File: src/rtl/core/ssm_pkg.sv
`timescale 1ns / 1ps

package ssm_pkg;

    // Defaults for the top level parameters
    localparam int DEF_MAX_ENTITIES   = 1024;
    localparam int DEF_NUM_SYSTEMS    = 4;
    localparam int DEF_SIGNATURE_BITS = 32;

    // Fixed field widths
    localparam int ENT_W   = 10;
    localparam int SIG_W   = 32;
    localparam int SEL_W   = 2;
    localparam int MASK_W  = 4;
    localparam int COUNT_W = 11;
    localparam int CFG_IDX_W = 3;

    // Request types
    localparam logic [1:0] REQ_CHANGE  = 2'd0;
    localparam logic [1:0] REQ_DESTROY = 2'd1;
    localparam logic [1:0] REQ_READ    = 2'd2;

    // Register indexes
    localparam logic [CFG_IDX_W-1:0] CFG_ENABLE   = 3'd0;
    localparam logic [CFG_IDX_W-1:0] CFG_SIG_0    = 3'd1;
    localparam logic [CFG_IDX_W-1:0] CFG_SIG_LAST = 3'd4;

    typedef struct packed {
        logic [1:0]       req_type;
        logic [ENT_W-1:0] entity_id;
        logic [SIG_W-1:0] old_signature;
        logic [SIG_W-1:0] new_signature;
        logic [SEL_W-1:0] system_index;
        logic [ENT_W-1:0] dense_index;
    } t_in;

    typedef struct packed {
        logic [MASK_W-1:0]  joined_mask;
        logic [MASK_W-1:0]  left_mask;
        logic [MASK_W-1:0]  warn_mask;
        logic [ENT_W-1:0]   read_entity;
        logic               read_valid;
        logic [COUNT_W-1:0] member_count;
    } t_out;

    typedef enum logic [2:0] {
        S_CLEAR,
        S_IDLE,
        S_LOOK,
        S_DEC,
        S_WR1,
        S_WR2,
        S_OUT
    } t_state;

    // Controller to datapath
    typedef struct packed {
        logic clr;
        logic capture;
        logic look;
        logic dec;
        logic wr1;
        logic wr2;
        logic load_out;
    } t_cmd;

    // Datapath to controller
    typedef struct packed {
        logic clr_last;
        logic out_busy;
    } t_stat;

endpackage

File: src/rtl/core/ssm_ctrl.sv
`timescale 1ns / 1ps

module ssm_ctrl (
    input  logic          i_clk,
    input  logic          i_rst_n,
    input  logic          i_valid,
    output logic          o_ready,
    input  ssm_pkg::t_stat i_stat,
    output ssm_pkg::t_cmd  o_cmd
);

    ssm_pkg::t_state r_state, n_state;

    // Next state
    always_comb begin
        n_state = r_state;
        case (r_state)
            ssm_pkg::S_CLEAR: if (i_stat.clr_last) n_state = ssm_pkg::S_IDLE;
            ssm_pkg::S_IDLE:  if (i_valid) n_state = ssm_pkg::S_LOOK;
            ssm_pkg::S_LOOK:  n_state = ssm_pkg::S_DEC;
            ssm_pkg::S_DEC:   n_state = ssm_pkg::S_WR1;
            ssm_pkg::S_WR1:   n_state = ssm_pkg::S_WR2;
            ssm_pkg::S_WR2:   n_state = ssm_pkg::S_OUT;
            ssm_pkg::S_OUT:   if (!i_stat.out_busy) n_state = ssm_pkg::S_IDLE;
            default:          n_state = ssm_pkg::S_CLEAR;
        endcase
    end

    always_ff @(posedge i_clk) begin
        if (!i_rst_n) begin
            r_state <= ssm_pkg::S_CLEAR;
        end else begin
            r_state <= n_state;
        end
    end

    // Outputs
    always_comb begin
        o_cmd = '0;
        o_ready = 1'b0;
        case (r_state)
            ssm_pkg::S_CLEAR: o_cmd.clr = 1'b1;
            ssm_pkg::S_IDLE: begin
                o_ready = 1'b1;
                o_cmd.capture = 1'b1;
            end
            ssm_pkg::S_LOOK:  o_cmd.look = 1'b1;
            ssm_pkg::S_DEC:   o_cmd.dec = 1'b1;
            ssm_pkg::S_WR1:   o_cmd.wr1 = 1'b1;
            ssm_pkg::S_WR2:   o_cmd.wr2 = 1'b1;
            ssm_pkg::S_OUT:   o_cmd.load_out = !i_stat.out_busy;
            default:          o_cmd = '0;
        endcase
    end

endmodule

File: config.mk
export PLATFORM = sky130hd
export DESIGN_NAME = ssm_ctrl
export DESIGN_NICKNAME = d
export VERILOG_FILES = /design/src/rtl/core/ssm_pkg.sv /design/src/rtl/core/ssm_ctrl.sv
export SDC_FILE = /design/constraint.sdc
export NUM_CORES = 1
export LEC_CHECK = 0
export BUFFER_PORTS_ARGS = -buffer_cell sky130_fd_sc_hd__buf_2
export CORE_AREA = 4 4 41 43
export CTS_CLUSTER_DIAMETER = 80
export DETAILED_ROUTE_END_ITERATION = 10
export DIE_AREA = 0 0 45 47
export GPL_TIMING_DRIVEN = 0
export MAX_ROUTING_LAYER = met4
export REMOVE_ABC_BUFFERS = 1
export SETUP_SLACK_MARGIN = 0.02
export SLEW_MARGIN = 20
export SYNTH_ARGS = -nofsm -noshare
export SYNTH_HDL_FRONTEND = slang
export SYNTH_SLANG_ARGS = --single-unit
File: constraint.sdc
create_clock -name i_clk -period 1.97 [get_ports i_clk]
set_input_delay 0 -clock i_clk [delete_from_list [all_inputs] [get_ports i_clk]]
set_output_delay 0 -clock i_clk [all_outputs]
set_load 0.05 [all_outputs]
==> impl_metrics.tcl <==
set metrics [dict create \
    die_h_um 47 \
    fin_hold_viols 0 \
    flip_flop_count_of_the_largest_register_after_layout 3 \
    timing_max_transition_violations_final 0 \
    placement.io_buffers 12 \
    synth_instances 28 \
    routed_wl_um 560 \
    startpoint_type_of_the_worst_setup_path "register" \
    placement_rows 13 \
    iteration_0_drc_markers 11 \
    syn-mean-instance-area_um2 8.04 \
    p_int_uw 169 \
    reg2reg_from "r_state[2]$_SDFFE_PN0P_" \
    seq_area_um2 60.1 \
    ys_seq_area_frac 0.267 \
    fin_hold_ws_ps 10.3 \
    dr.pass1.iters 2 \
    post-dp-hpwl_um 426 \
    grtUsageTotal 0.0676 \
    antenna_found_initial 0 \
    final.min_clock_period_ps 1280 \
    drtAntennaViolNets 0 \
    worst_setup_path_end_kind "output pin" \
    setup_viol_count_final 0 \
    start_util 0.173 \
    power.combinational.fraction 0.328 \
    diodes 0 \
    relative_slew_slack 0.805 \
    layout.core_utilization 0.231 \
    reg_top3 "r_state (3)" \
    cts.clk_slew.worst_paths_ps 40 \
    critPathLaunch "r_state[2]$_SDFFE_PN0P_" \
    finClkSkew_ps 4.38 \
    min_path_type "in -> reg" \
    clockPowerShare 0.394 \
    grt_pass1_wl_um 917 \
    final_min_period_over_clock_period 0.649 \
    vias 237 \
    routability_driven_placement_congestion_ratio 0.682 \
    mostFrequentLayoutCells "12 x sky130_fd_sc_hd__buf_2, 4 x sky130_fd_sc_hd__nor3_1, 3 x sky130_fd_sc_hd__nor2_1, 3 x sky130_fd_sc_hd__clkbuf_4, 3 x sky130_fd_sc_hd__dfxtp_1" \
    power_switching_uw 108 \
    cts.sink_count 3 \
    synth-seq-cells 3 \
    final_net_count 47 \
    num_io_pins 13 \
    synth.distinct_cells 18 \
    critical_path.endpoint "o_cmd[2]" \
    worst-slew-pin-transition_ps 292 \
    setup_ws_ps 692 \
    largest_register "r_state" \
    cts_inserted_buffers 3 \
    postCtsResizedCells 0 \
    num-fill-cells 151 \
    fmaxAchievable_mhz 783 \
    htreeDepth 1 \
    viasPerCell 4.23 \
    area.growth.synth_to_final_pct 33.3 \
    seq_power_share 0.278 \
    unrepaired_setup_endpoints_after_global_routing "no" \
    yosysWarnings 0 \
    post-layout-total-power_uw 277 \
    maxCapViolations 0 \
    layout.cells.most_common "sky130_fd_sc_hd__buf_2" \
    fraction_of_layout_cells_with_a_size_suffix_above_1 0.415 \
    global_route_congestion_overflow_total 0 \
    cts_root_buffer "sky130_fd_sc_hd__clkbuf_4" \
    clock_tree.buffer_depth 2 \
    vdd_ir_drop_max_mv 0.208 \
    dieArea_um2 2120 \
    p_sw_frac 0.390 \
    reg2regPathDepth 3 \
    r2r_end "r_state[2]$_SDFFE_PN0P_" \
    regToRegSetupSlack_ps 910 \
    cts_tree "done" \
    avgRoutedWirePerCell_um 10.0 \
    mappedNetlistArea_um2 225 \
    p_per_area_nw_per_um2 922 \
    maximum_number_of_pins_on_one_net_before_global_route_repair 10 \
    post_cts_buffers 0 \
    clkLatencyLatePin_ps 230 \
    critPathRequiredTime_ps 1970 \
    crit_fanout 8 \
    first_global_vias 226 \
    critical_path_class "reg -> out" \
    holdBufCountCts 0 \
    worst_ep_arrival_time_ps 1280 \
    detail_route.drc_violations 0 \
    post-place-ws_ps 925 \
    multiInputGateArea_um2 128 \
    coreArea_um2 1300 \
    status "finished clean" \
    p_leak_nw 0.147 \
    die_w_um 45 \
]
per-stage QoR:
step,area (µm²),instances,setup TNS [ps]
after floorplan,195,25,-138
after global placement,274,52,0
after detailed placement,274,52,0
after CTS,300,56,0
after global routing,300,56,0
final,300,56,0
metal layers:
layer,vias to the layer above,GRT usage,part of all wire
li1,123,-,-
met1,104,0.0658,0.42
met2,10,0.102,0.45
met3,0,0.0575,0.13
met4,0,0.0175,0
met5,-,-,0
synth_stat cells (all sizes together):
master / instances / area, µm²
nor3: 4 / 20.0
buf: 3 / 30.0
dfxtp: 3 / 60.1
nand2b: 3 / 26.3
nor2: 3 / 11.3
inv: 2 / 7.51
a21oi: 1 / 5.00
a31o: 1 / 8.76
and2: 1 / 6.26
and3: 1 / 7.51
nand3: 1 / 5.00
nor2b: 1 / 6.26
nor3b: 1 / 7.51
nor4bb: 1 / 10.0
o21a: 1 / 7.51
o22ai: 1 / 6.26
how the worst min path moves through the flow:
stage / slack, ps / startpoint / cells after the start / endpoint
2_1_floorplan: 120 / i_rst_n / 1 / r_state[2]$_SDFFE_PN0P_
3_3_place_gp: 250 / i_rst_n / 2 / r_state[2]$_SDFFE_PN0P_
3_5_place_dp: 260 / i_rst_n / 2 / r_state[2]$_SDFFE_PN0P_
4_1_cts: 10 / i_rst_n / 2 / r_state[2]$_SDFFE_PN0P_
5_1_grt: 40 / i_rst_n / 2 / r_state[2]$_SDFFE_PN0P_
6_report: 10 / i_rst_n / 2 / r_state[2]$_SDFFE_PN0P_
logic make-up (layout without fill, tap and decap cells):
kind of cell / count (synthesis) / after routing / share of synthesized area
compound gates: 4 / 4 / 0.122
buf+inv: 5 / 18 / 0.167
flops: 3 / 3 / 0.267
simple gates: 16 / 16 / 0.444
critical path: stages (launching register included):
cell and delay (ps):
sky130_fd_sc_hd__dfxtp_1 440, sky130_fd_sc_hd__inv_1 140, sky130_fd_sc_hd__nor3_1 180, sky130_fd_sc_hd__buf_2 280
power groups by stage:
stage	registers [mW]	clock network [mW]	logic, mW
3_3_place_gp	0.0776	0	0.0903
2_1_floorplan	0.0754	0	0.0703
5_1_grt	0.0784	0.123	0.0969
6_report	0.0771	0.109	0.0907
4_1_cts	0.0768	0.116	0.0916
3_5_place_dp	0.0778	0	0.0914
area by class of cell:
cell class                 count  share of cell area
multi-input combinational     20               0.425
sequential                     3               0.200
tap                           15              0.0625
clock buffer                   4              0.0875
timing repair buffer          12               0.200
inverter                       2              0.0250
Power figures use the tool's default switching activity.
